==> config.mk <==
export PLATFORM = sky130hd
export DESIGN_NAME = tmwv_verdict
export DESIGN_NICKNAME = d
export VERILOG_FILES = /design/src/sv/tmwv_pkg.sv /design/src/sv/tmwv_verdict.sv
export SDC_FILE = /design/constraint.sdc
export NUM_CORES = 2
export LEC_CHECK = 0
export ABC_AREA = 1
export BUFFER_PORTS_ARGS = -buffer_cell sky130_fd_sc_hd__buf_2
export CAP_MARGIN = 25
export CORE_MARGIN = 2
export CORE_UTILIZATION = 60
export CTS_CLUSTER_SIZE = 40
export DETAILED_ROUTE_END_ITERATION = 8
export PLACE_DENSITY = 0.76
export SLEW_MARGIN = 15
export SYNTH_ARGS = -nofsm -noshare
export SYNTH_HDL_FRONTEND = slang
export SYNTH_SLANG_ARGS = --single-unit
==> constraint.sdc <==
create_clock -name clk -period 9.3 [get_ports clk]
set_input_delay 1.395 -clock clk [delete_from_list [all_inputs] [get_ports clk]]
set_output_delay 1.395 -clock clk [all_outputs]
set_load 0.01 [all_outputs]
==> src/sv/tmwv_pkg.sv <==
// ----------------------------------------------------------------------------
// tmwv_pkg
// Shared types, constants and helpers of the tile map window validator.
// ----------------------------------------------------------------------------
package tmwv_pkg;

    localparam int DEF_MAX_WIDTH  = 256;
    localparam int DEF_MAX_HEIGHT = 256;

    localparam int TILE_W     = 4;
    localparam int CNT_W      = 17;
    localparam int DIM_W      = 9;
    localparam int MASK_W     = 16;
    localparam int FRAC_W     = 17;
    localparam int BOUND_W    = 16;
    localparam int EN_W       = 4;
    localparam int TOTAL_W    = 2 * DIM_W;
    localparam int CFG_IDX_W  = 3;
    localparam int CFG_DATA_W = 32;
    localparam int IN_DATA_W  = 8;
    localparam int OUT_DATA_W = 112;

    // register indexes of the configuration port
    localparam logic [CFG_IDX_W-1:0] REG_MAP_WIDTH     = 3'd0;
    localparam logic [CFG_IDX_W-1:0] REG_MAP_HEIGHT    = 3'd1;
    localparam logic [CFG_IDX_W-1:0] REG_WATER_MASK    = 3'd2;
    localparam logic [CFG_IDX_W-1:0] REG_BUILD_MASK    = 3'd3;
    localparam logic [CFG_IDX_W-1:0] REG_SPECIAL_CODES = 3'd4;
    localparam logic [CFG_IDX_W-1:0] REG_CHECK_EN      = 3'd5;
    localparam logic [CFG_IDX_W-1:0] REG_MIN_BUILD     = 3'd6;
    localparam logic [CFG_IDX_W-1:0] REG_SUBST_RANGE   = 3'd7;

    // check enable bits
    localparam int EN_RIVER = 0;
    localparam int EN_COAST = 1;
    localparam int EN_ANOM  = 2;
    localparam int EN_DIST  = 3;

    // reset values of the registers
    localparam logic [DIM_W-1:0]      RST_MAP_WIDTH     = 9'd256;
    localparam logic [DIM_W-1:0]      RST_MAP_HEIGHT    = 9'd256;
    localparam logic [MASK_W-1:0]     RST_WATER_MASK    = 16'd14;
    localparam logic [MASK_W-1:0]     RST_BUILD_MASK    = 16'd0;
    localparam logic [11:0]           RST_SPECIAL_CODES = 12'd0;
    localparam logic [EN_W-1:0]       RST_CHECK_EN      = 4'hF;
    localparam logic [FRAC_W-1:0]     RST_MIN_BUILD     = 17'd32768;
    localparam logic [CFG_DATA_W-1:0] RST_SUBST_RANGE   = 32'd0;

    typedef struct packed {
        logic [DIM_W-1:0]   w_eff;
        logic [DIM_W-1:0]   h_eff;
        logic [MASK_W-1:0]  water_mask;
        logic [MASK_W-1:0]  build_mask;
        logic [TILE_W-1:0]  ocean;
        logic [TILE_W-1:0]  river;
        logic [TILE_W-1:0]  subst;
        logic [EN_W-1:0]    en;
        logic [FRAC_W-1:0]  min_frac;
        logic [BOUND_W-1:0] sub_lo;
        logic [BOUND_W-1:0] sub_hi;
    } cfg_t;

    typedef struct packed {
        logic [TILE_W-1:0] tile;
        logic              last;
        logic              gap_hit;
        logic              anom_hit;
    } item_t;

    typedef struct packed {
        logic [CNT_W-1:0] bc;
        logic [CNT_W-1:0] rc;
        logic [CNT_W-1:0] sc;
        logic [CNT_W-1:0] lc;
        logic [CNT_W-1:0] gc;
        logic [CNT_W-1:0] ac;
        logic             ocean_seen;
    } tally_t;

    typedef struct packed {
        logic [CNT_W-1:0] buildable_count;
        logic [CNT_W-1:0] river_count;
        logic [CNT_W-1:0] substrate_count;
        logic [CNT_W-1:0] land_count;
        logic [CNT_W-1:0] gap_count;
        logic [CNT_W-1:0] anomaly_count;
        logic             buildable_passed;
        logic             river_passed;
        logic             coastline_passed;
        logic             anomalies_passed;
        logic             distribution_passed;
        logic             all_passed;
    } res_t;

    // saturating increment
    function automatic logic [CNT_W-1:0] sat_inc(input logic [CNT_W-1:0] v, input logic hit);
        logic [CNT_W-1:0] r;
        r = v;
        if (hit && (v != {CNT_W{1'b1}}))
        begin
            r = v + 1'b1;
        end
        return r;
    endfunction

endpackage

==> src/sv/tmwv_verdict.sv <==
// ----------------------------------------------------------------------------
// tmwv_verdict
// Ratio products, threshold compares and the result register.
// ----------------------------------------------------------------------------
module tmwv_verdict (
    input  logic             clk,
    input  logic             rst_n,
    input  tmwv_pkg::cfg_t   cfg,
    input  logic             c_valid,
    input  tmwv_pkg::tally_t snap,
    output logic             c_ready,
    input  logic             m_ready,
    output logic             m_valid,
    output tmwv_pkg::res_t   res
);
    import tmwv_pkg::*;

    localparam int PB_W = FRAC_W + TOTAL_W;
    localparam int PS_W = BOUND_W + CNT_W;

    logic [TOTAL_W-1:0] total_reg;
    logic               d_valid_reg, d_valid_next;
    tally_t             d_cnt_reg;
    logic [PB_W-1:0]    pb_reg;
    logic [PS_W-1:0]    plo_reg;
    logic [PS_W-1:0]    phi_reg;
    logic               out_valid_reg, out_valid_next;
    res_t               res_reg, res_next;

    logic               d_ready;
    logic               load_d;
    logic               load_o;
    logic [PB_W-1:0]    b_scaled;
    logic [PS_W-1:0]    s_scaled;

    assign d_ready = !out_valid_reg || m_ready;
    assign c_ready = !d_valid_reg || d_ready;
    assign load_d  = c_valid && c_ready;
    assign load_o  = d_valid_reg && d_ready;

    always_comb
    begin
        d_valid_next = d_valid_reg;
        if (load_d)
        begin
            d_valid_next = 1'b1;
        end
        else if (d_ready)
        begin
            d_valid_next = 1'b0;
        end
        out_valid_next = out_valid_reg;
        if (load_o)
        begin
            out_valid_next = 1'b1;
        end
        else if (m_ready)
        begin
            out_valid_next = 1'b0;
        end
    end

    always_ff @(posedge clk or negedge rst_n)
    begin
        if (!rst_n)
        begin
            d_valid_reg   <= 1'b0;
            out_valid_reg <= 1'b0;
        end
        else
        begin
            d_valid_reg   <= d_valid_next;
            out_valid_reg <= out_valid_next;
        end
    end

    // tile total follows the size registers
    always_ff @(posedge clk)
    begin
        total_reg <= TOTAL_W'(cfg.w_eff) * TOTAL_W'(cfg.h_eff);
    end

    always_ff @(posedge clk)
    begin
        if (load_d)
        begin
            d_cnt_reg.bc         <= snap.bc;
            d_cnt_reg.rc         <= snap.rc;
            d_cnt_reg.sc         <= snap.sc;
            d_cnt_reg.lc         <= snap.lc;
            d_cnt_reg.gc         <= (cfg.en[EN_COAST] && snap.ocean_seen) ? snap.gc : '0;
            d_cnt_reg.ac         <= cfg.en[EN_ANOM] ? snap.ac : '0;
            d_cnt_reg.ocean_seen <= snap.ocean_seen;
            pb_reg               <= PB_W'(cfg.min_frac) * PB_W'(total_reg);
            plo_reg              <= PS_W'(cfg.sub_lo) * PS_W'(snap.lc);
            phi_reg              <= PS_W'(cfg.sub_hi) * PS_W'(snap.lc);
        end
    end

    always_comb
    begin
        b_scaled                    = PB_W'({d_cnt_reg.bc, 16'h0000});
        s_scaled                    = {d_cnt_reg.sc, 16'h0000};
        res_next.buildable_count    = d_cnt_reg.bc;
        res_next.river_count        = d_cnt_reg.rc;
        res_next.substrate_count    = d_cnt_reg.sc;
        res_next.land_count         = d_cnt_reg.lc;
        res_next.gap_count          = d_cnt_reg.gc;
        res_next.anomaly_count      = d_cnt_reg.ac;
        res_next.buildable_passed   = b_scaled >= pb_reg;
        res_next.river_passed       = !cfg.en[EN_RIVER] || (d_cnt_reg.rc != '0);
        res_next.coastline_passed   = d_cnt_reg.gc == '0;
        res_next.anomalies_passed   = d_cnt_reg.ac == '0;
        if (!cfg.en[EN_DIST])
        begin
            res_next.distribution_passed = 1'b1;
        end
        else if (d_cnt_reg.lc == '0)
        begin
            res_next.distribution_passed = cfg.sub_lo == '0;
        end
        else
        begin
            res_next.distribution_passed = (s_scaled >= plo_reg) && (s_scaled <= phi_reg);
        end
        res_next.all_passed = res_next.buildable_passed && res_next.river_passed
                              && res_next.coastline_passed && res_next.anomalies_passed
                              && res_next.distribution_passed;
    end

    always_ff @(posedge clk)
    begin
        if (load_o)
        begin
            res_reg <= res_next;
        end
    end

    assign m_valid = out_valid_reg;
    assign res     = res_reg;

endmodule

==> metrics.txt <==
max capacitance violation total 0; IO Count 332; count of synthesis-stage warnings from yosys 0; most area-hungry cell type in the Yosys netlist sky130_fd_sc_hd__fa_1; Netlist Area Pre-Place 43600 sq um; clk buf depth 3; worst endpoint data arrival time 7020 ps; period utilization 72.1%; count of vias placed by the detailed router 32300; worst-case setup slack after placement 2100 ps; endpoint of the worst hold-timing path res[43]$_DFFE_PP_; max FFs per register 108; net count of the mapped netlist 6320; unrepaired setup endpoints after global routing no; CP max FO 33; number of remaining DRC errors 0; cell area after layout 46800 sq um; insertion delay to the later sink of the worst-skew pair 580 ps; number of global-route vias before repair 34300; register bit count reported by yosys 331; routed wire length per instance 16.9 microns; total count of hold-check failures in the final report 0; number of sinks on the clock net 331; Post-layout nets 6450; instance area after placement 45500 sq um; wire length of the first global-routing pass 170000 microns; vias per inst 5.29; leading post-synthesis cells by cell area sky130_fd_sc_hd__fa_1 32%, sky130_fd_sc_hd__edfxtp_1 21%, sky130_fd_sc_hd__inv_1 12%; slack of the critical path 2590 ps; Slew Limit Headroom 33.3%; most common cell after layout, fill and taps aside sky130_fd_sc_hd__inv_1; cells resized by post-CTS repair 0; register area share after synthesis 22.4%; die outline height 273 microns; total CTS buffers 40; CTS tree yes; area grow syn2layout 7.36%; number of levels the H-tree was split into 2; reg2reg path depth 18; Starting Density 60.7%; total of buffers placed on input and output ports 287; filler cell count 5935; worst min-delay path class reg -> reg; Peak Freq 149 MHz; antenna-violating nets left 0; gate count after technology mapping 4985; Min Clock Period, post-route 6710 ps; standard-cell rows 98; beginning of the worst hold path d_cnt_reg[38]$_DFFE_PP_; CTS clock-pin slew for the worst setup and hold paths 60 ps; number of buffers added to fix hold violations after cts 0; core footprint 71700 sq um; average instance area after synthesis 8.74 sq um; Sequential cell area 9750 sq um; final-report max-slew violation count 0; worst hold slack across all endpoints 447 ps; CP Data Required Time 9610 ps; commonest cells after routing, fill and taps aside 1386 x sky130_fd_sc_hd__inv_1, 1232 x sky130_fd_sc_hd__nand2_1, 705 x sky130_fd_sc_hd__fa_1; Clock Skews 52.7 ps; endpoints failing setup 0; CP Launch Type primary input; final sum of negative setup slack 0 ps; transition at the pin with the smallest max-transition slack 1000 ps; CTS Root Cell sky130_fd_sc_hd__clkbuf_16; number of design-rule violations left by the first detailed-router iteration 2089; Yosys cell types 39; maximum number of pins on one net before global-route repair 142; count of TritonRoute iterations in the first routing pass 5; setup slack of the worst register-to-register path 3280 ps; status complete, no violations; layout cells sized above 1 7.52%; DRT Wirelength 103000 microns; worst reg2reg startpoint total_reg[13]$_DFF_P_; Reg-to-Reg End pb_reg[34]$_DFFE_PP_; footprint of the multi-input gates 27900 sq um; DP Wirelength 80800 microns; top-area cell type share of the netlist area 32.4%; critical path class in -> reg; total congestion overflow after global routing 0; critical path endpoint category register; combined global-route utilization of all metal layers 28.7%; overall die area 74800 sq um; Placer Congestion 0.932; antenna violations before repair 4; number of post-CTS setup repair buffers 0; cell count of the worst hold path 0; die width 273 microns
-- per-layer routing --
| layer | part of all wire (%) | global-route usage (%) | vias to the layer above |
|---|---|---|---|
| met5 | 0.027 | 0 | - |
| met4 | 3.5 | 10.0 | 4 |
| met3 | 7.2 | 3.62 | 219 |
| met2 | 49 | 49.5 | 1231 |
| met1 | 41 | 37.5 | 15900 |
| li1 | - | - | 14900 |
-- Yosys cell counts (all sizes together) --
cell type	count
edfxtp	311
nor2	179
buf	17
a21oi	149
o211ai	3
a21o	20
o21a	6
clkbuf	189
fa	705
o21ai	89
nand2	1237
or2	2
and3b	1
dfxtp	18
or3	1
xor2	73
xnor2	26
nor3	38
ha	408
nand4	29
o2111ai	1
nand3	64
and3	1
a21boi	3
dfrtp	2
o31ai	1
inv	1387
o21bai	4
nor4	19
nand3b	2
-- area by class of cell --
class,instances,share of cell area (%)
multi-input combinational,3061,59.5
sequential,331,20.8
inverter,1387,11.1
timing repair buffer,294,3.18
tap,950,2.54
clock buffer,48,2.20
clock inverter,24,0.532
antenna,2,0.0107
-- worst max-delay path by stage --
stage                                        to      from  slack [ps]  cells past startpoint
after floorplan                res[0]$_DFFE_PP_   m_ready        2050                      2
after global placement    phi_reg[24]$_DFFE_PP_  snap[43]        2180                     19
after detailed placement  phi_reg[24]$_DFFE_PP_  snap[49]        2100                     19
after CTS                 plo_reg[23]$_DFFE_PP_  snap[47]        2720                     18
after global routing      plo_reg[23]$_DFFE_PP_  snap[46]        2380                     18
final                     plo_reg[23]$_DFFE_PP_  snap[47]        2590                     18
-- critical path: stages --
cell and delay [ps]:
sky130_fd_sc_hd__buf_2 700, sky130_fd_sc_hd__nand2_1 190, sky130_fd_sc_hd__fa_1 540, sky130_fd_sc_hd__fa_1 520, sky130_fd_sc_hd__fa_1 520, sky130_fd_sc_hd__inv_1 60, sky130_fd_sc_hd__fa_1 490, sky130_fd_sc_hd__fa_1 500
sky130_fd_sc_hd__inv_1 50, sky130_fd_sc_hd__fa_1 470, sky130_fd_sc_hd__inv_1 50, sky130_fd_sc_hd__ha_1 330, sky130_fd_sc_hd__nand2_1 170, sky130_fd_sc_hd__inv_1 60, sky130_fd_sc_hd__a21oi_1 250, sky130_fd_sc_hd__nand3_1 250
sky130_fd_sc_hd__a21oi_1 220, sky130_fd_sc_hd__xnor2_1 240
-- kinds of logic (layout without fill, tap and decap cells) --
| family | Yosys count | count (layout) | synth area share, % |
|---|---|---|---|
| XOR/XNOR | 99 | 99 | 1.99 |
| flip-flops | 331 | 331 | 22.4 |
| other | 0 | 2 | 0 |
| adder cells (fa/ha/maj) | 1113 | 1113 | 44.1 |
| AND/OR/NAND/NOR | 1573 | 1573 | 14.3 |
| buffers and inverters | 1593 | 1753 | 13.7 |
| AO/OA/AOI/OAI | 276 | 276 | 3.49 |
-- through the flow --
step                util (%)  cells
global route            65.2   6095
floorplan                  -   4985
global placement        63.4   6023
finish                  65.2   6097
CTS                     65.2   6095
detailed placement      63.4   6023
Power is left out: the tool's default activity adds up to more than one toggle a clock period on the data nets, which glitch-free logic cannot reach.
