**config.mk**
```make
export PLATFORM = sky130hd
export DESIGN_NAME = tmwv_tally
export DESIGN_NICKNAME = d
export VERILOG_FILES = /design/src/sv/tmwv_pkg.sv /design/src/sv/tmwv_tally.sv
export SDC_FILE = /design/constraint.sdc
export NUM_CORES = 1
export LEC_CHECK = 0
export BUFFER_PORTS_ARGS = -buffer_cell sky130_fd_sc_hd__buf_2
export CELL_PAD_IN_SITES_DETAIL_PLACEMENT = 1
export CELL_PAD_IN_SITES_GLOBAL_PLACEMENT = 2
export CORE_MARGIN = 2
export CORE_UTILIZATION = 31
export CTS_BUF_LIST = sky130_fd_sc_hd__clkbuf_16
export DETAILED_ROUTE_END_ITERATION = 16
export PLACE_DENSITY_LB_ADDON = 0.2
export SYNTH_ARGS = -nofsm -noshare
export SYNTH_HDL_FRONTEND = slang
export SYNTH_SLANG_ARGS = --single-unit
```
**constraint.sdc**
```tcl
create_clock -name clk -period 3.1 [get_ports clk]
set_input_delay 0.62 -clock clk [delete_from_list [all_inputs] [get_ports clk]]
set_output_delay 0.62 -clock clk [all_outputs]
set_load 0.01 [all_outputs]
```
**src/sv/tmwv_pkg.sv**
```systemverilog
// ----------------------------------------------------------------------------
// tmwv_pkg
// Shared types, constants and helpers of the tile map window validator.
// ----------------------------------------------------------------------------
package tmwv_pkg;

    localparam int DEF_MAX_WIDTH  = 256;
    localparam int DEF_MAX_HEIGHT = 256;

    localparam int TILE_W     = 4;
    localparam int CNT_W      = 17;
    localparam int DIM_W      = 9;
    localparam int MASK_W     = 16;
    localparam int FRAC_W     = 17;
    localparam int BOUND_W    = 16;
    localparam int EN_W       = 4;
    localparam int TOTAL_W    = 2 * DIM_W;
    localparam int CFG_IDX_W  = 3;
    localparam int CFG_DATA_W = 32;
    localparam int IN_DATA_W  = 8;
    localparam int OUT_DATA_W = 112;

    // register indexes of the configuration port
    localparam logic [CFG_IDX_W-1:0] REG_MAP_WIDTH     = 3'd0;
    localparam logic [CFG_IDX_W-1:0] REG_MAP_HEIGHT    = 3'd1;
    localparam logic [CFG_IDX_W-1:0] REG_WATER_MASK    = 3'd2;
    localparam logic [CFG_IDX_W-1:0] REG_BUILD_MASK    = 3'd3;
    localparam logic [CFG_IDX_W-1:0] REG_SPECIAL_CODES = 3'd4;
    localparam logic [CFG_IDX_W-1:0] REG_CHECK_EN      = 3'd5;
    localparam logic [CFG_IDX_W-1:0] REG_MIN_BUILD     = 3'd6;
    localparam logic [CFG_IDX_W-1:0] REG_SUBST_RANGE   = 3'd7;

    // check enable bits
    localparam int EN_RIVER = 0;
    localparam int EN_COAST = 1;
    localparam int EN_ANOM  = 2;
    localparam int EN_DIST  = 3;

    // reset values of the registers
    localparam logic [DIM_W-1:0]      RST_MAP_WIDTH     = 9'd256;
    localparam logic [DIM_W-1:0]      RST_MAP_HEIGHT    = 9'd256;
    localparam logic [MASK_W-1:0]     RST_WATER_MASK    = 16'd14;
    localparam logic [MASK_W-1:0]     RST_BUILD_MASK    = 16'd0;
    localparam logic [11:0]           RST_SPECIAL_CODES = 12'd0;
    localparam logic [EN_W-1:0]       RST_CHECK_EN      = 4'hF;
    localparam logic [FRAC_W-1:0]     RST_MIN_BUILD     = 17'd32768;
    localparam logic [CFG_DATA_W-1:0] RST_SUBST_RANGE   = 32'd0;

    typedef struct packed {
        logic [DIM_W-1:0]   w_eff;
        logic [DIM_W-1:0]   h_eff;
        logic [MASK_W-1:0]  water_mask;
        logic [MASK_W-1:0]  build_mask;
        logic [TILE_W-1:0]  ocean;
        logic [TILE_W-1:0]  river;
        logic [TILE_W-1:0]  subst;
        logic [EN_W-1:0]    en;
        logic [FRAC_W-1:0]  min_frac;
        logic [BOUND_W-1:0] sub_lo;
        logic [BOUND_W-1:0] sub_hi;
    } cfg_t;

    typedef struct packed {
        logic [TILE_W-1:0] tile;
        logic              last;
        logic              gap_hit;
        logic              anom_hit;
    } item_t;

    typedef struct packed {
        logic [CNT_W-1:0] bc;
        logic [CNT_W-1:0] rc;
        logic [CNT_W-1:0] sc;
        logic [CNT_W-1:0] lc;
        logic [CNT_W-1:0] gc;
        logic [CNT_W-1:0] ac;
        logic             ocean_seen;
    } tally_t;

    typedef struct packed {
        logic [CNT_W-1:0] buildable_count;
        logic [CNT_W-1:0] river_count;
        logic [CNT_W-1:0] substrate_count;
        logic [CNT_W-1:0] land_count;
        logic [CNT_W-1:0] gap_count;
        logic [CNT_W-1:0] anomaly_count;
        logic             buildable_passed;
        logic             river_passed;
        logic             coastline_passed;
        logic             anomalies_passed;
        logic             distribution_passed;
        logic             all_passed;
    } res_t;

    // saturating increment
    function automatic logic [CNT_W-1:0] sat_inc(input logic [CNT_W-1:0] v, input logic hit);
        logic [CNT_W-1:0] r;
        r = v;
        if (hit && (v != {CNT_W{1'b1}}))
        begin
            r = v + 1'b1;
        end
        return r;
    endfunction

endpackage

```
**src/sv/tmwv_tally.sv**
```systemverilog
// ----------------------------------------------------------------------------
// tmwv_tally
// Class counters of the current map; snapshot of the totals at map end.
// ----------------------------------------------------------------------------
module tmwv_tally (
    input  logic             clk,
    input  logic             rst_n,
    input  tmwv_pkg::cfg_t   cfg,
    input  logic             go,
    input  tmwv_pkg::item_t  item,
    input  logic             c_ready,
    output logic             c_free,
    output logic             c_valid,
    output tmwv_pkg::tally_t snap
);
    import tmwv_pkg::*;

    tally_t cnt_reg, cnt_next;
    tally_t snap_reg;
    logic   c_valid_reg, c_valid_next;
    logic   water;

    always_comb
    begin
        water            = cfg.water_mask[item.tile];
        cnt_next.bc      = sat_inc(cnt_reg.bc, cfg.build_mask[item.tile]);
        cnt_next.rc      = sat_inc(cnt_reg.rc, item.tile == cfg.river);
        cnt_next.sc      = sat_inc(cnt_reg.sc, !water && (item.tile == cfg.subst));
        cnt_next.lc      = sat_inc(cnt_reg.lc, !water);
        cnt_next.gc      = sat_inc(cnt_reg.gc, item.gap_hit);
        cnt_next.ac      = sat_inc(cnt_reg.ac, item.anom_hit);
        cnt_next.ocean_seen = cnt_reg.ocean_seen || (item.tile == cfg.ocean);
    end

    always_comb
    begin
        c_valid_next = c_valid_reg;
        if (go && item.last)
        begin
            c_valid_next = 1'b1;
        end
        else if (c_ready)
        begin
            c_valid_next = 1'b0;
        end
    end

    always_ff @(posedge clk or negedge rst_n)
    begin
        if (!rst_n)
        begin
            cnt_reg     <= '0;
            c_valid_reg <= 1'b0;
        end
        else
        begin
            c_valid_reg <= c_valid_next;
            if (go)
            begin
                // clear for the next map once the totals are handed on
                cnt_reg <= item.last ? '0 : cnt_next;
            end
        end
    end

    always_ff @(posedge clk)
    begin
        if (go && item.last)
        begin
            snap_reg <= cnt_next;
        end
    end

    assign c_free  = !c_valid_reg || c_ready;
    assign c_valid = c_valid_reg;
    assign snap    = snap_reg;

endmodule

```
==> results of run 1 <==
==> cells in the final DEF (no fill, tap or decap), drive strengths merged, types with 17 or more instances in the layout <==
cell type / netlist / routed
buf: 18 / 210
nand2: 109 / 109
dfrtp: 104 / 104
edfxtp: 103 / 103
xnor2: 69 / 69
nor2: 65 / 65
nand3: 58 / 58
xor2: 33 / 33
o21ai: 33 / 33
inv: 26 / 32
a22o: 26 / 26
clkbuf: 50 / 25
mux2i: 24 / 24
nand4: 23 / 23
and3: 20 / 20
nor3: 20 / 20
o2bb2ai: 18 / 18
or4: 17 / 17
==> area by class of cell <==
type	instances	area (um2)
Clock buffer	25	625.6
Clock inverter	21	173.9
Fill cell	3702	20610
Inverter	27	105.1
Multi-Input combinational cell	666	4443
Sequential cell	207	5695
Tap cell	448	560.5
Timing Repair Buffer	210	1231
==> Yosys cell counts, types with 18 or more instances <==
cell type    n
nand3_1     58
a22o_1      26
o2bb2ai_1   18
mux2i_1     24
and3_1      20
clkbuf_1    49
nand4_1     23
nor3_1      20
xnor2_1     69
nand2_1    109
xor2_1      33
edfxtp_1   103
dfrtp_1    104
inv_1       26
nor2_1      64
o21ai_0     31
==> where the power goes <==
group | internal (uW) | switching, uW | total, uW
registers | 3040 | 96.2 | 3130
clock network | 1710 | 1170 | 2880
logic | 268 | 415 | 683
==> cell families after synthesis <==
| family | Yosys count |
|---|---|
| and+or+nand+nor | 355 |
| AOI/OAI and AO/OA | 167 |
| buffers and inverters | 95 |
| muxes | 30 |
| DFF | 207 |
| adders and majority gates | 12 |
| xor gates and xnor gates | 102 |
==> metrics by stage <==
stage	hold WS (ns)	area [um2]
floorplan	0.3244	10530
global placement	0.4961	12010
detailed placement	0.5095	12010
CTS	0.2106	12810
global route	0.2360	12830
finish	0.1895	12830
==> critical path: cells and delay by family (launching register included) <==
| kind | cells | cell delay [ns] |
|---|---|---|
| buffers and inverters | 1 | 0.18 |
| flip-flops | 1 | 0.43 |
| adder cells (fa/ha/maj) | 2 | 0.41 |
| XOR/XNOR | 1 | 0.13 |
| AND/OR/NAND/NOR | 7 | 1.50 |
==> metal layers <==
| layer | vias up | track usage | part of all wire |
|---|---|---|---|
| met4 | 0 | 0.04179 | 0.020 |
| met5 | - | 0 | 0 |
| met1 | 3951 | 0.2262 | 0.48 |
| met3 | 35 | 0.02179 | 0.033 |
| met2 | 122 | 0.2743 | 0.47 |
| li1 | 3885 | - | - |
==> worst paths after layout <==
check	to	slack, ns
worst max-delay path	snap[101]	0.22
worst min-delay path	cnt_reg[61]	0.19
worst max register to register	snap[101]	0.22
worst min register to register	cnt_reg[51]	0.52
max in group asynchronous	cnt_reg[8]	2.43
min in group clk	c_valid	0.37
==> reports/results.ini, run 1 <==
[yosys]
ys_seq_elements=207
synth_nets=1106
synth_cell_types=65
netlist_area_mm2=0.01052
muxShareOfSynthArea=0.03282
yosys.area_share.xor_xnor=0.08491
synth_top_cell_area_share=0.2940
synthesis.yosys.warnings=0
syn_avg_cell_area_um2=10.87
yosysTopAreaCell=edfxtp_1
synth_compound_area_frac=0.1205
synth-edff-count=103
synth_seq_area_share=0.5413
synth_ff_type=dfrtp_1
synth_cells=968
synthSimpleGateAreaFrac=0.1665
async_reset_ff_frac=0.5024
synth_fa_ha_area_frac=0.01427
synthTopCellsByArea=edfxtp_1 29%, dfrtp_1 25%, xnor2_1 5.7%
synth_top_family_by_area=simple AND/OR/NAND/NOR gates

[grt]
grt_overflow_total=0
grt_pass1_vias=8549
grt_util_all_layers=0.1645
grt_max_degree=105
antenna_found_initial=0
grt_first_pass_wirelength_mm=46.80

[pwr]
power_per_cell_area_mw_per_mm2=521.8
irDropWorstVdd_mv=0.4212
p_leak_uw=0.005377
total_power_uw=6697

[cts]
cts_buffer_depth=3
post_cts_buffers=0
clock_sinks=207
cts.clk_slew.worst_paths_ns=0.06
holdBufCountCts=0
numCtsBuffers=25
clk_latency_ns=0.53
cts_tree=done
cts_resized=0
cts_root_buf=clkbuf_16
htreeDepth=1

[critical_path]
slowest_delay_ns=0.43
path_cells=ha_1 > and3_1 > nand3_1 > nor2_1 > and3_1 > and4_1 > ha_1 > or2_1 > buf_12 > or3_4 > xnor2_1
startpoint=cnt_reg[87]
rr_startpoint=cnt_reg[87]
r2r_cells=11
worst-path-max-fanout=24
cp.required_ns=3.38
end_kind=flip-flop
critPathKind=reg -> reg
cp.arrival_ns=3.16
crit_slowest_cell=dfrtp_1
start_kind=flip-flop

[timing]
setup_viol=0
rsz0062_at_grt=false
max_freq_ghz=0.3470
finalMaxSlewViolations=0
worst_slew_pin_slew_ns=0.6468
fin_crit_ns=2.882
fin_tns_setup_ns=0
hold_violations=0
worst_slack_ns=0.2184
skew_ns=0.01475
period_share=0.9295
slew_headroom=0.5688

[job]
maxCapViolations=0

[die]
row_count=67
die_h_um=188.2
die_w_um=188.2
core_area_mm2=0.03345
start_util=0.3146
design.die.area_mm2=0.03543
ios=231

[detailed_routing]
num_vias=7993
firstDrtPassIters=4
totalWireLength_mm=28.63
antenna_left=0
wl_per_cell_um=17.85
drt_iter0_markers=382
vias_per_cell=4.983
drcViolationCount=0

[placed_design]
post-place-ws_ns=0.1115
dp_hpwl_mm=18.99
port_buffers=159
gp_congestion=0.7278
dp.cells=1558

[layout]
nets=1275
final_layout_size_suffix_gt1_frac=0.2301
fin_util=0.3837
diodes=0
area_growth_pct=21.99
finalNonFillerCells=1604

[outcome]
status=completed

[hold_path]
min-delay-path-class=in -> async

Power figures use the tool's default switching activity.
==> run 2: changes to the inputs <==
--- a/config.mk
+++ b/config.mk
@@ -8,8 +8,9 @@
 export BUFFER_PORTS_ARGS = -buffer_cell sky130_fd_sc_hd__buf_2
 export CELL_PAD_IN_SITES_DETAIL_PLACEMENT = 1
 export CELL_PAD_IN_SITES_GLOBAL_PLACEMENT = 2
+export CORE_ASPECT_RATIO = 0.7
 export CORE_MARGIN = 2
-export CORE_UTILIZATION = 31
+export CORE_UTILIZATION = 35
 export CTS_BUF_LIST = sky130_fd_sc_hd__clkbuf_16
 export DETAILED_ROUTE_END_ITERATION = 16
 export PLACE_DENSITY_LB_ADDON = 0.2
==> constraint.sdc (replaced) <==
create_clock -name clk -period 3.29 [get_ports clk]
set_input_delay 0.658 -clock clk [delete_from_list [all_inputs] [get_ports clk]]
set_output_delay 0.658 -clock clk [all_outputs]
set_load 0.01 [all_outputs]
==> reports/results.ini, run 2 (same netlist as run 1, synthesis figures left out) <==
[cts]
clock_sinks=207  ; unchanged
cts.clk_slew.worst_paths_ns=0.06  ; about the same
cts_tree=done  ; unchanged
cts_buffer_depth=3  ; unchanged
holdBufCountCts=0  ; unchanged
htreeDepth=1  ; unchanged
cts_root_buf=clkbuf_16  ; unchanged
clk_latency_ns=0.53  ; about the same
numCtsBuffers=24  ; was 25

[timing]
skew_ns=0.01423  ; was 0.01475 ns
rsz0062_at_grt=false  ; unchanged
setup_viol=0  ; unchanged
hold_violations=0  ; unchanged
fin_crit_ns=3.104  ; was 2.882 ns
worst_slack_ns=0.1858  ; was 0.2184 ns
period_share=0.9435  ; was 0.9295
fin_tns_setup_ns=0  ; unchanged
finalMaxSlewViolations=0  ; unchanged
slew_headroom=0.5733  ; was 0.5688
max_freq_ghz=0.3221  ; was 0.3470 GHz
worst_slew_pin_slew_ns=0.6351  ; was 0.6468 ns

[grt]
grt_max_degree=104  ; was 105
grt_overflow_total=0  ; unchanged
grt_util_all_layers=0.1851  ; was 0.1645
antenna_found_initial=0  ; unchanged
grt_first_pass_wirelength_mm=46.15  ; was 46.80 mm
grt_pass1_vias=8102  ; was 8549

[die]
design.die.area_mm2=0.03149  ; was 0.03543 mm2
die_w_um=211.2  ; was 188.2 um
core_area_mm2=0.02977  ; was 0.03345 mm2
die_h_um=149.1  ; was 188.2 um
ios=231  ; unchanged
start_util=0.3534  ; was 0.3146
row_count=53  ; was 67

[detailed_routing]
vias_per_cell=5.271  ; was 4.983
wl_per_cell_um=18.81  ; was 17.85 um
totalWireLength_mm=28.82  ; was 28.63 mm
drcViolationCount=0  ; unchanged
firstDrtPassIters=4  ; unchanged
drt_iter0_markers=361  ; was 382
num_vias=8075  ; was 7993
antenna_left=0  ; unchanged

[pwr]
power_per_cell_area_mw_per_mm2=485.6  ; was 521.8 mW/mm2
p_leak_uw=0.005308  ; was 0.005377 uW
irDropWorstVdd_mv=0.2930  ; was 0.4212 mV

[critical_path]
end_kind=flip-flop  ; unchanged
cp.arrival_ns=3.55  ; was 3.16 ns
cp.required_ns=3.74  ; was 3.38 ns
critPathKind=reg -> reg  ; unchanged
start_kind=flip-flop  ; unchanged
worst-path-max-fanout=10  ; was 24

[layout]
fillerInstances=3277  ; was 3702
area_growth_pct=19.85  ; was 21.99%
finalInstanceArea_mm2=0.01261  ; was 0.01283 mm2
nets=1267  ; was 1275
mostFrequentLayoutCell=buf_2  ; unchanged
diodes=0  ; unchanged
final_layout_size_suffix_gt1_frac=0.2232  ; was 0.2301
final_cell_mix=158 x buf_2, 109 x nand2_1, 104 x dfrtp_1, 103 x edfxtp_1, 69 x xnor2_1  ; unchanged

[outcome]
status=completed  ; unchanged

[placed_design]
dpl_cell_area_mm2=0.01186  ; was 0.01201 mm2
gp_congestion=0.7545  ; was 0.7278
port_buffers=159  ; unchanged
post-place-ws_ns=0.08260  ; was 0.1115 ns
dp_hpwl_mm=19.18  ; was 18.99 mm

[hold_path]
min-delay-path-class=in -> async  ; unchanged

[job]
maxCapViolations=0  ; unchanged

## run 2: power breakdown
part           switching, uW  internal, uW
clock network           1080          1450
logic                    394           247
registers               94.9          2860
## run 2: per-stage QoR
| stage | util | hold WS, ns | std cells | power (uW) |
|---|---|---|---|---|
| finish | 0.4235 | 0.1049 | 1532 | 6123 |
| global route | 0.4235 | 0.1124 | 1532 | 6394 |
| CTS | 0.4230 | 0.1035 | 1531 | 6220 |
| detailed placement | 0.3982 | 0.5051 | 1487 | 3655 |
| global placement | 0.3982 | 0.5016 | 1487 | 3640 |
| floorplan | - | 0.3624 | 968 | 3362 |
## run 2: worst max-delay path, stage by stage (launching register included)
cell and delay, ns:
dfrtp_1 0.42, ha_1 0.25, and3_1 0.21, and2_2 0.24
and3_2 0.24, and4_1 0.21, ha_1 0.22, inv_1 0.12
and3_2 0.28, nor2_2 0.06, buf_4 0.18, or4_1 0.50
nand3_1 0.10
## run 2: final timing paths
| path | startpoint | end | slack [ns] | cells past startpoint |
|---|---|---|---|---|
| hold / removal | rst_n | cnt_reg[11] | 0.10 | 1 |
| hold reg to reg | cnt_reg[51] | cnt_reg[51] | 0.53 | 1 |
| setup reg to reg | cnt_reg[35] | cnt_reg[42] | 0.19 | 12 |
| max in group asynchronous | rst_n | cnt_reg[78] | 2.32 | 2 |
| min in group clk | c_ready | c_valid | 0.42 | 3 |
| setup / recovery | cnt_reg[35] | cnt_reg[42] | 0.19 | 12 |
## run 2: what timing repair did
item / in CTS / in global routing
gates resized for setup: 0 / 4
endpoints found under the setup margin: 0 / 25
buffers inserted: 0 / 1
## run 2: layout make-up
class | count | area, um2 | share of cell area
clock buffers | 25 | 625.6 | 0.04961
clock inverters | 19 | 111.4 | 0.008831
inverters | 27 | 105.1 | 0.008335
multi-input cells | 666 | 4424 | 0.3509
flip-flops and latches | 207 | 5695 | 0.4517
well taps | 385 | 481.7 | 0.03820
repair buffers | 203 | 1166 | 0.09248
## run 2: per-layer routing
layer / vias to the layer above / global-route usage / part of all wire
li1: 3880 / - / -
met1: 4030 / 0.2833 / 0.52
met2: 138 / 0.2732 / 0.42
met3: 27 / 0.03768 / 0.045
met4: 0 / 0.02852 / 0.012
met5: - / 0 / 0
