==> src/sv/tmwv_pkg.sv <==
// ----------------------------------------------------------------------------
// tmwv_pkg
// Shared types, constants and helpers of the tile map window validator.
// ----------------------------------------------------------------------------
package tmwv_pkg;

    localparam int DEF_MAX_WIDTH  = 256;
    localparam int DEF_MAX_HEIGHT = 256;

    localparam int TILE_W     = 4;
    localparam int CNT_W      = 17;
    localparam int DIM_W      = 9;
    localparam int MASK_W     = 16;
    localparam int FRAC_W     = 17;
    localparam int BOUND_W    = 16;
    localparam int EN_W       = 4;
    localparam int TOTAL_W    = 2 * DIM_W;
    localparam int CFG_IDX_W  = 3;
    localparam int CFG_DATA_W = 32;
    localparam int IN_DATA_W  = 8;
    localparam int OUT_DATA_W = 112;

    // register indexes of the configuration port
    localparam logic [CFG_IDX_W-1:0] REG_MAP_WIDTH     = 3'd0;
    localparam logic [CFG_IDX_W-1:0] REG_MAP_HEIGHT    = 3'd1;
    localparam logic [CFG_IDX_W-1:0] REG_WATER_MASK    = 3'd2;
    localparam logic [CFG_IDX_W-1:0] REG_BUILD_MASK    = 3'd3;
    localparam logic [CFG_IDX_W-1:0] REG_SPECIAL_CODES = 3'd4;
    localparam logic [CFG_IDX_W-1:0] REG_CHECK_EN      = 3'd5;
    localparam logic [CFG_IDX_W-1:0] REG_MIN_BUILD     = 3'd6;
    localparam logic [CFG_IDX_W-1:0] REG_SUBST_RANGE   = 3'd7;

    // check enable bits
    localparam int EN_RIVER = 0;
    localparam int EN_COAST = 1;
    localparam int EN_ANOM  = 2;
    localparam int EN_DIST  = 3;

    // reset values of the registers
    localparam logic [DIM_W-1:0]      RST_MAP_WIDTH     = 9'd256;
    localparam logic [DIM_W-1:0]      RST_MAP_HEIGHT    = 9'd256;
    localparam logic [MASK_W-1:0]     RST_WATER_MASK    = 16'd14;
    localparam logic [MASK_W-1:0]     RST_BUILD_MASK    = 16'd0;
    localparam logic [11:0]           RST_SPECIAL_CODES = 12'd0;
    localparam logic [EN_W-1:0]       RST_CHECK_EN      = 4'hF;
    localparam logic [FRAC_W-1:0]     RST_MIN_BUILD     = 17'd32768;
    localparam logic [CFG_DATA_W-1:0] RST_SUBST_RANGE   = 32'd0;

    typedef struct packed {
        logic [DIM_W-1:0]   w_eff;
        logic [DIM_W-1:0]   h_eff;
        logic [MASK_W-1:0]  water_mask;
        logic [MASK_W-1:0]  build_mask;
        logic [TILE_W-1:0]  ocean;
        logic [TILE_W-1:0]  river;
        logic [TILE_W-1:0]  subst;
        logic [EN_W-1:0]    en;
        logic [FRAC_W-1:0]  min_frac;
        logic [BOUND_W-1:0] sub_lo;
        logic [BOUND_W-1:0] sub_hi;
    } cfg_t;

    typedef struct packed {
        logic [TILE_W-1:0] tile;
        logic              last;
        logic              gap_hit;
        logic              anom_hit;
    } item_t;

    typedef struct packed {
        logic [CNT_W-1:0] bc;
        logic [CNT_W-1:0] rc;
        logic [CNT_W-1:0] sc;
        logic [CNT_W-1:0] lc;
        logic [CNT_W-1:0] gc;
        logic [CNT_W-1:0] ac;
        logic             ocean_seen;
    } tally_t;

    typedef struct packed {
        logic [CNT_W-1:0] buildable_count;
        logic [CNT_W-1:0] river_count;
        logic [CNT_W-1:0] substrate_count;
        logic [CNT_W-1:0] land_count;
        logic [CNT_W-1:0] gap_count;
        logic [CNT_W-1:0] anomaly_count;
        logic             buildable_passed;
        logic             river_passed;
        logic             coastline_passed;
        logic             anomalies_passed;
        logic             distribution_passed;
        logic             all_passed;
    } res_t;

    // saturating increment
    function automatic logic [CNT_W-1:0] sat_inc(input logic [CNT_W-1:0] v, input logic hit);
        logic [CNT_W-1:0] r;
        r = v;
        if (hit && (v != {CNT_W{1'b1}}))
        begin
            r = v + 1'b1;
        end
        return r;
    endfunction

endpackage

==> src/sv/tmwv_ram.sv <==
// ----------------------------------------------------------------------------
// tmwv_ram
// Generic simple dual port RAM, one write and one registered read port.
// ----------------------------------------------------------------------------
module tmwv_ram #(
    parameter int WIDTH = 8,
    parameter int DEPTH = 256
) (
    input  logic                     clk,
    input  logic                     we,
    input  logic [$clog2(DEPTH)-1:0] waddr,
    input  logic [WIDTH-1:0]         wdata,
    input  logic                     re,
    input  logic [$clog2(DEPTH)-1:0] raddr,
    output logic [WIDTH-1:0]         rdata
);

    logic [WIDTH-1:0] mem [DEPTH];
    logic [WIDTH-1:0] rdata_reg;

    always_ff @(posedge clk)
    begin
        if (we)
        begin
            mem[waddr] <= wdata;
        end
        if (re)
        begin
            rdata_reg <= mem[raddr];
        end
    end

    assign rdata = rdata_reg;

endmodule

==> src/sv/tmwv_scan.sv <==
// ----------------------------------------------------------------------------
// tmwv_scan
// Raster position, input register, line store and 3x3 window with the
// isolated tile detection of the window center.
// ----------------------------------------------------------------------------
module tmwv_scan #(
    parameter int MAX_WIDTH  = tmwv_pkg::DEF_MAX_WIDTH,
    parameter int MAX_HEIGHT = tmwv_pkg::DEF_MAX_HEIGHT
) (
    input  logic                          clk,
    input  logic                          rst_n,
    input  tmwv_pkg::cfg_t                cfg,
    input  logic                          in_fire,
    input  logic [tmwv_pkg::TILE_W-1:0]   in_tile,
    input  logic                          go,
    output logic                          b_valid,
    output tmwv_pkg::item_t               item
);
    import tmwv_pkg::*;

    localparam int COL_W  = $clog2(MAX_WIDTH);
    localparam int ROW_W  = $clog2(MAX_HEIGHT);
    localparam int LINE_W = 2 * TILE_W;

    logic [COL_W-1:0]  col_reg, col_next;
    logic [ROW_W-1:0]  row_reg, row_next;
    logic              b_valid_reg, b_valid_next;
    logic [TILE_W-1:0] tile_reg;
    logic [COL_W-1:0]  x_reg;
    logic              last_reg;
    logic              judge_reg;
    logic              byp_reg;
    logic [LINE_W-1:0] byp_data_reg;
    logic [TILE_W-1:0] win_reg  [3][3];
    logic [TILE_W-1:0] win_next [3][3];

    logic              row_end;
    logic              map_end;
    logic              judge_now;
    logic [LINE_W-1:0] ram_rdata;
    logic [LINE_W-1:0] line;
    logic [LINE_W-1:0] wdata;
    logic              all_ocean;
    logic              all_first;

    always_comb
    begin
        row_end   = (32'(col_reg) + 32'd1) >= 32'(cfg.w_eff);
        map_end   = row_end && ((32'(row_reg) + 32'd1) >= 32'(cfg.h_eff));
        judge_now = (32'(col_reg) >= 32'd2) && (32'(row_reg) >= 32'd2);
        col_next  = col_reg;
        row_next  = row_reg;
        if (in_fire)
        begin
            if (row_end)
            begin
                col_next = '0;
                row_next = map_end ? '0 : ROW_W'(row_reg + 1'b1);
            end
            else
            begin
                col_next = COL_W'(col_reg + 1'b1);
            end
        end
    end

    always_comb
    begin
        b_valid_next = b_valid_reg;
        if (in_fire)
        begin
            b_valid_next = 1'b1;
        end
        else if (go)
        begin
            b_valid_next = 1'b0;
        end
    end

    always_ff @(posedge clk or negedge rst_n)
    begin
        if (!rst_n)
        begin
            col_reg     <= '0;
            row_reg     <= '0;
            b_valid_reg <= 1'b0;
            byp_reg     <= 1'b0;
        end
        else
        begin
            col_reg     <= col_next;
            row_reg     <= row_next;
            b_valid_reg <= b_valid_next;
            if (in_fire)
            begin
                // the column being read is written back this very cycle
                byp_reg <= go && (col_reg == x_reg);
            end
        end
    end

    always_ff @(posedge clk)
    begin
        if (in_fire)
        begin
            tile_reg     <= in_tile;
            x_reg        <= col_reg;
            last_reg     <= map_end;
            judge_reg    <= judge_now;
            byp_data_reg <= wdata;
        end
    end

    tmwv_ram #(
        .WIDTH (LINE_W),
        .DEPTH (MAX_WIDTH)
    ) u_line (
        .clk   (clk),
        .we    (go),
        .waddr (x_reg),
        .wdata (wdata),
        .re    (in_fire),
        .raddr (col_reg),
        .rdata (ram_rdata)
    );

    // upper row in the low nibble, middle row in the high nibble
    assign line  = byp_reg ? byp_data_reg : ram_rdata;
    assign wdata = {tile_reg, line[LINE_W-1:TILE_W]};

    always_comb
    begin
        for (int r = 0; r < 3; r++)
        begin
            win_next[r][0] = win_reg[r][1];
            win_next[r][1] = win_reg[r][2];
        end
        win_next[0][2] = line[TILE_W-1:0];
        win_next[1][2] = line[LINE_W-1:TILE_W];
        win_next[2][2] = tile_reg;
    end

    always_ff @(posedge clk or negedge rst_n)
    begin
        if (!rst_n)
        begin
            for (int r = 0; r < 3; r++)
            begin
                for (int c = 0; c < 3; c++)
                begin
                    win_reg[r][c] <= '0;
                end
            end
        end
        else if (go)
        begin
            win_reg <= win_next;
        end
    end

    always_comb
    begin
        all_ocean = 1'b1;
        all_first = 1'b1;
        for (int r = 0; r < 3; r++)
        begin
            for (int c = 0; c < 3; c++)
            begin
                if (!((r == 1) && (c == 1)))
                begin
                    if (win_next[r][c] != cfg.ocean)
                    begin
                        all_ocean = 1'b0;
                    end
                    if (win_next[r][c] != win_next[0][0])
                    begin
                        all_first = 1'b0;
                    end
                end
            end
        end
    end

    assign b_valid       = b_valid_reg;
    assign item.tile     = tile_reg;
    assign item.last     = last_reg;
    assign item.gap_hit  = judge_reg && all_ocean && (win_next[1][1] != cfg.ocean);
    assign item.anom_hit = judge_reg && all_first && (win_next[1][1] != win_next[0][0]);

endmodule

==> config.mk <==
export PLATFORM = sky130hd
export DESIGN_NAME = tmwv_scan
export DESIGN_NICKNAME = d
export VERILOG_FILES = /design/src/sv/tmwv_pkg.sv /design/src/sv/tmwv_ram.sv /design/src/sv/tmwv_scan.sv
export SDC_FILE = /design/constraint.sdc
export NUM_CORES = 2
export LEC_CHECK = 0
export CAP_MARGIN = 25
export CORE_ASPECT_RATIO = 0.75
export CORE_UTILIZATION = 38
export DETAILED_ROUTE_END_ITERATION = 10
export DONT_BUFFER_PORTS = 1
export PLACE_DENSITY = 0.61
export SLEW_MARGIN = 20
export SYNTH_ARGS = -nofsm -noshare
export SYNTH_HDL_FRONTEND = slang
export SYNTH_SLANG_ARGS = --single-unit
==> constraint.sdc <==
create_clock -name clk -period 15.1 [get_ports clk]
set_input_delay 1.51 -clock clk [delete_from_list [all_inputs] [get_ports clk]]
set_output_delay 1.51 -clock clk [all_outputs]
set_load 0.1 [all_outputs]
==> results.env <==
OUTCOME='finished, final reports clean'
SYNTHTOLAYOUTAREAGROWTH_PCT=11.01
GRT_MAX_DEGREE=230
MET1_LENGTH_MM=96.14
CTS_MADE_BUFFERS=195
FINALWORSTPATHREQUIREDPERIOD_NS=5.421
DIE_H_UM=408.8
MAX_INCR_DELAY_ON_CP_NS=0.87
DESIGN.FINAL.NETS=4313
SYNTHADDERAREAFRAC=0.003283
WORST-SLEW-PIN-TRANSITION_NS=1.344
DETAILED_PLACE_HPWL_MM=133.6
YOSYS_WARNINGS=0
ROUTED.TOP_LAYER='met4'
PLACE.PORT_BUFFERS=0
NUMBER_OF_REGISTER_BITS_INFERRED_BY_SYNTHESIS=2120
INITIAL_UTILIZATION=0.3844
ROUTED-VIA-COUNT=41980
SYNTH-EDFF-COUNT=2078
DRTPASS1ITERATIONS=7
ANTENNA_FOUND_INITIAL=12
FIN_CELLS=7242
POWER_FRAC_COMB=0.234
POSTSYNTHNETCOUNT=4258
SYNTH_LARGEST_AREA_CELL='sky130_fd_sc_hd__edfxtp_1'
HOLD_PATH_CLASS='in -> async'
CTS.HOLD.BUFFERS_ADDED=0
POWERDENSITY_nW_PER_UM2=167.9
GRT_SETUP_UNREPAIRED='no'
CLOCK_PATH_BUFFERS=4
SETUP_VIOL=0
SYNTHMUXAREASHARE=0.1517
GRT_USE_TOTAL=0.2004
LARGEST_REG_FLOPS=2048
DESIGN_AREA_UM2=93080
SYNTH_CELLS=4113
DESIGN.DIE.AREA_UM2=222500
DP_CELLS=6885
CRITICAL_PATH_REQUIRED_NS=15.59
SYN_AVG_CELL_AREA_UM2=20.38
FIRST_GLOBAL_VIAS=40980
CLKPWRFRAC=0.307
LARGEST_FAMILY_OF_LOGIC_CELLS_BY_SYNTHESIZED_AREA='multiplexers'
CP_CELL_SEQUENCE='buf_12 > buf_12 > buf_4 > mux4_2 > a22o_1 > a221oi_1 > o22ai_1 > o311ai_1 > o31ai_1'
CRITICAL_PATH.ENDPOINT_TYPE='flop'
CRIT_PATH_START_KIND='flop'
CLOCK_TREE.HTREE_LEVEL_COUNT=4
SYNTH_COMPOUND_GATE_AREA_SHARE=0.03379
CTS_SETUP_BUFFERS=0
SYNTHARSTFLOPSHARE=0.01981
WL_MM=224.4
DIE_WIDTH_UM=544.4
DRV_SLEW=0
LEAKAGEPOWER_nW=28.77
CRITICAL_PATH.MOST_COMMON_CELL='sky130_fd_sc_hd__buf_12'
GRT_OVERFLOW=0
POST_SYNTH_XOR_AREA_FRACTION=0.002716
NUM_ANTENNA_CELLS=0
SYNTH.AREA.TOP_CELLS='sky130_fd_sc_hd__edfxtp_1 74%, sky130_fd_sc_hd__mux4_2 12%, sky130_fd_sc_hd__mux2i_1 2.2%'
TIMING.MAX_SLEW.REL_SLACK=0.1042
MET3_WIRELENGTH_MM=25.78
SHARE_SEQ_OF_TOTAL_POWER=0.459
PLACE_AREA_UM2=86920
CP_SLOWEST_CELL='sky130_fd_sc_hd__dfrtp_4'
CTS_REPAIR_RESIZE_COUNT=0
LARGEST_REGISTER='u_line.mem'
CRIT_FAMILY='compound AO/OA/AOI/OAI gates'
SWITCHING_POWER_mW=4.839
POST_ROUTE_DRC=0
CLOCKROOTBUFFER='sky130_fd_sc_hd__clkbuf_16'
VIAS_PER_CELL=5.796
SYNTH_CELL_TYPE_COUNT=73
INITIALDRTVIOLATIONCOUNT=6254
CLOCK-SINKS=2120
TIMING.MAX_CAP.VIOLATIONS=0
GLOBALPLACE.CONGESTION=0.8347
CTS_TREE='built'
LAYOUT_CELL_SHARE_WITH_DRIVE_STRENGTH_BEYOND_1=0.2020
SEQ_AREA_FRAC_SYNTH=0.7568
YOSYSTOPAREACELLSHARE=0.7442
GRT_PASS1_WL_MM=315.3
CLK_PIN_SLEW_NS=0.07
AVGROUTEDWIREPERCELL_UM=30.99
IR_WORST_VDD_mV=0.1342
WORST_CLOCK_SKEW_NS=0.03377
FP-ROW-COUNT=148
YS.FLOP_TYPE='sky130_fd_sc_hd__edfxtp_1'
SWITCHING_FRACTION_OF_TOTAL_POWER=0.3096
TIMING.FMAX_MHz=184.5
BASIC_GATE_SHARE_OF_THE_SYNTHESIZED_AREA_COUNTING_AND_OR_NAND_AND_NOR_CELLS=0.02976
PATH_MAX_FANOUT=97
P_INT_mW=10.79
CP_NUM_BUF_INV=3
CLKLATENCYLATEPIN_NS=0.85
FINAL_HOLD_VIOL_COUNT=0
SETUP_TOTAL_NEGATIVE_SLACK_NS=0
FILLERS=18850
SYNTHESIZED_CELL_AREA_UM2=83840
PIN_COUNT=131
WORST_EP_ARRIVAL_TIME_NS=5.91
WL_MET2_MM=97.54
ANTENNA_VIOLATING_NETS_POST_ROUTE=0
TIMING_WORST_SETUP_PATH_TYPE='reg -> reg'
FP.COREAREA_UM2=218100
MIN_PERIOD_OVER_PERIOD=0.3590
## cell usage after synthesis, types with 5 or more instances
cell                        instances
sky130_fd_sc_hd__edfxtp_1        2078
sky130_fd_sc_hd__o21ai_0           37
sky130_fd_sc_hd__o221ai_1          14
sky130_fd_sc_hd__nor2_1           305
sky130_fd_sc_hd__o31ai_1            9
sky130_fd_sc_hd__xor2_1            13
sky130_fd_sc_hd__nor2b_1           16
sky130_fd_sc_hd__dfrtp_1           42
sky130_fd_sc_hd__mux4_1            12
sky130_fd_sc_hd__inv_1             35
sky130_fd_sc_hd__a22o_1            21
sky130_fd_sc_hd__nor3_1            18
sky130_fd_sc_hd__o21a_1             5
sky130_fd_sc_hd__buf_12            14
sky130_fd_sc_hd__a22oi_1           81
sky130_fd_sc_hd__mux4_2           457
sky130_fd_sc_hd__nand3_1           49
sky130_fd_sc_hd__nand2_1          106
sky130_fd_sc_hd__mux2i_1          185
sky130_fd_sc_hd__buf_2             64
sky130_fd_sc_hd__ha_1              22
sky130_fd_sc_hd__o21ai_1           12
sky130_fd_sc_hd__buf_8             15
sky130_fd_sc_hd__nand4_1           20
sky130_fd_sc_hd__and2_1             6
sky130_fd_sc_hd__xnor2_1           13
sky130_fd_sc_hd__mux2_2            23
sky130_fd_sc_hd__a221oi_1          23
sky130_fd_sc_hd__a2111oi_0          5
sky130_fd_sc_hd__nor4_1            15
sky130_fd_sc_hd__buf_6             19
sky130_fd_sc_hd__and3_1            15
sky130_fd_sc_hd__buf_1              7
sky130_fd_sc_hd__o22ai_1           17
sky130_fd_sc_hd__clkbuf_1         103
sky130_fd_sc_hd__nand2b_1          13
sky130_fd_sc_hd__a31oi_1           16
sky130_fd_sc_hd__a21oi_1           78
sky130_fd_sc_hd__buf_4             32
sky130_fd_sc_hd__o211ai_1          13
sky130_fd_sc_hd__o2bb2ai_1          7
sky130_fd_sc_hd__a211oi_1          16
## path summary, 6_finish.rpt
| kind | startpoint | to | slack, ns | cells after the start |
|---|---|---|---|---|
| worst min-delay path | rst_n | win_next[30] | 0.37 | 0 |
| worst max-delay path | col_reg[1] | u_line.rdata[0] | 9.68 | 9 |
| worst min register to register | win_next[10] | win_next[10] | 0.52 | 1 |
| min in group clk | win_next[10] | win_next[10] | 0.52 | 1 |
| worst max register to register | col_reg[1] | u_line.rdata[0] | 9.68 | 9 |
| max in group asynchronous | rst_n | col_reg[2] | 14.63 | 0 |
## stage by stage
stage	worst slack, ns	util	power (mW)	hold WS [ns]
2_1_floorplan	4.766	-	9.373	0.4196
3_3_place_gp	9.535	0.3980	10.81	0.5051
3_5_place_dp	9.548	0.3985	10.88	0.5112
4_1_cts	9.510	0.4258	15.60	0.3203
5_1_grt	9.465	0.4267	16.05	0.3343
6_report	9.679	0.4267	15.63	0.3722
## worst register-to-register path, cell delays in order (launching register included)
cell,delay (ns)
sky130_fd_sc_hd__dfrtp_4,0.87
sky130_fd_sc_hd__buf_12,0.44
sky130_fd_sc_hd__buf_12,0.70
sky130_fd_sc_hd__buf_4,0.82
sky130_fd_sc_hd__mux4_2,0.49
sky130_fd_sc_hd__a22o_1,0.23
sky130_fd_sc_hd__a221oi_1,0.41
sky130_fd_sc_hd__o22ai_1,0.14
sky130_fd_sc_hd__o311ai_1,0.61
sky130_fd_sc_hd__o31ai_1,0.37
## layer usage
layer	GRT usage	vias up
li1	-	17080
met4	0.04747	0
met5	0	-
met1	0.3001	22460
met3	0.05947	300
met2	0.2854	2141
## power groups by stage
stage | clock network (mW) | logic [mW] | registers (mW)
6_report | 4.79 | 3.67 | 7.17
5_1_grt | 5.06 | 3.80 | 7.18
4_1_cts | 4.84 | 3.58 | 7.18
3_5_place_dp | 0 | 3.57 | 7.31
3_3_place_gp | 0 | 3.51 | 7.30
2_1_floorplan | 0 | 2.06 | 7.32
## layout make-up
type	instances	area [µm²]	area share
multi-input combinational	1700	18630	0.2002
timing repair buffer	113	1175	0.01262
inverter	38	170.2	0.001828
clock inverter	88	780.7	0.008388
clock buffer	258	5190	0.05576
tap	2925	3660	0.03932
sequential	2120	63470	0.6819
## cell usage in the layout (no fill, tap or decap), drive strengths merged, types with 6 or more instances in the layout
| master | n |
|---|---|
| inv | 41 |
| a21oi | 78 |
| nor2b | 16 |
| nor2 | 305 |
| nor3 | 18 |
| nand2b | 13 |
| o211ai | 13 |
| a31oi | 16 |
| mux2 | 23 |
| edfxtp | 2078 |
| mux2i | 185 |
| a221oi | 26 |
| ha | 22 |
| and2 | 6 |
| nand2 | 106 |
| mux4 | 469 |
| o21ai | 49 |
| o221ai | 14 |
| a211oi | 17 |
| bufinv | 13 |
| xor2 | 13 |
| a22o | 21 |
| dfrtp | 42 |
| a22oi | 81 |
| nor4 | 15 |
| and3 | 15 |
| o22ai | 17 |
| o31ai | 10 |
| o2bb2ai | 7 |
| clkinv | 67 |
| xnor2 | 13 |
| buf | 112 |
| nand3 | 49 |
| nand4 | 20 |
| clkbuf | 259 |
## cells by family (layout without fill, tap and decap cells)
logic type | Yosys count | after routing
DFF | 2120 | 2120
buffers and inverters | 293 | 497
and+or+nand+nor | 574 | 574
muxes | 677 | 677
adders and majority gates | 22 | 22
AOI/OAI and AO/OA | 401 | 401
xor gates and xnor gates | 26 | 26
Note: power is estimated with default switching activity, not from simulation.
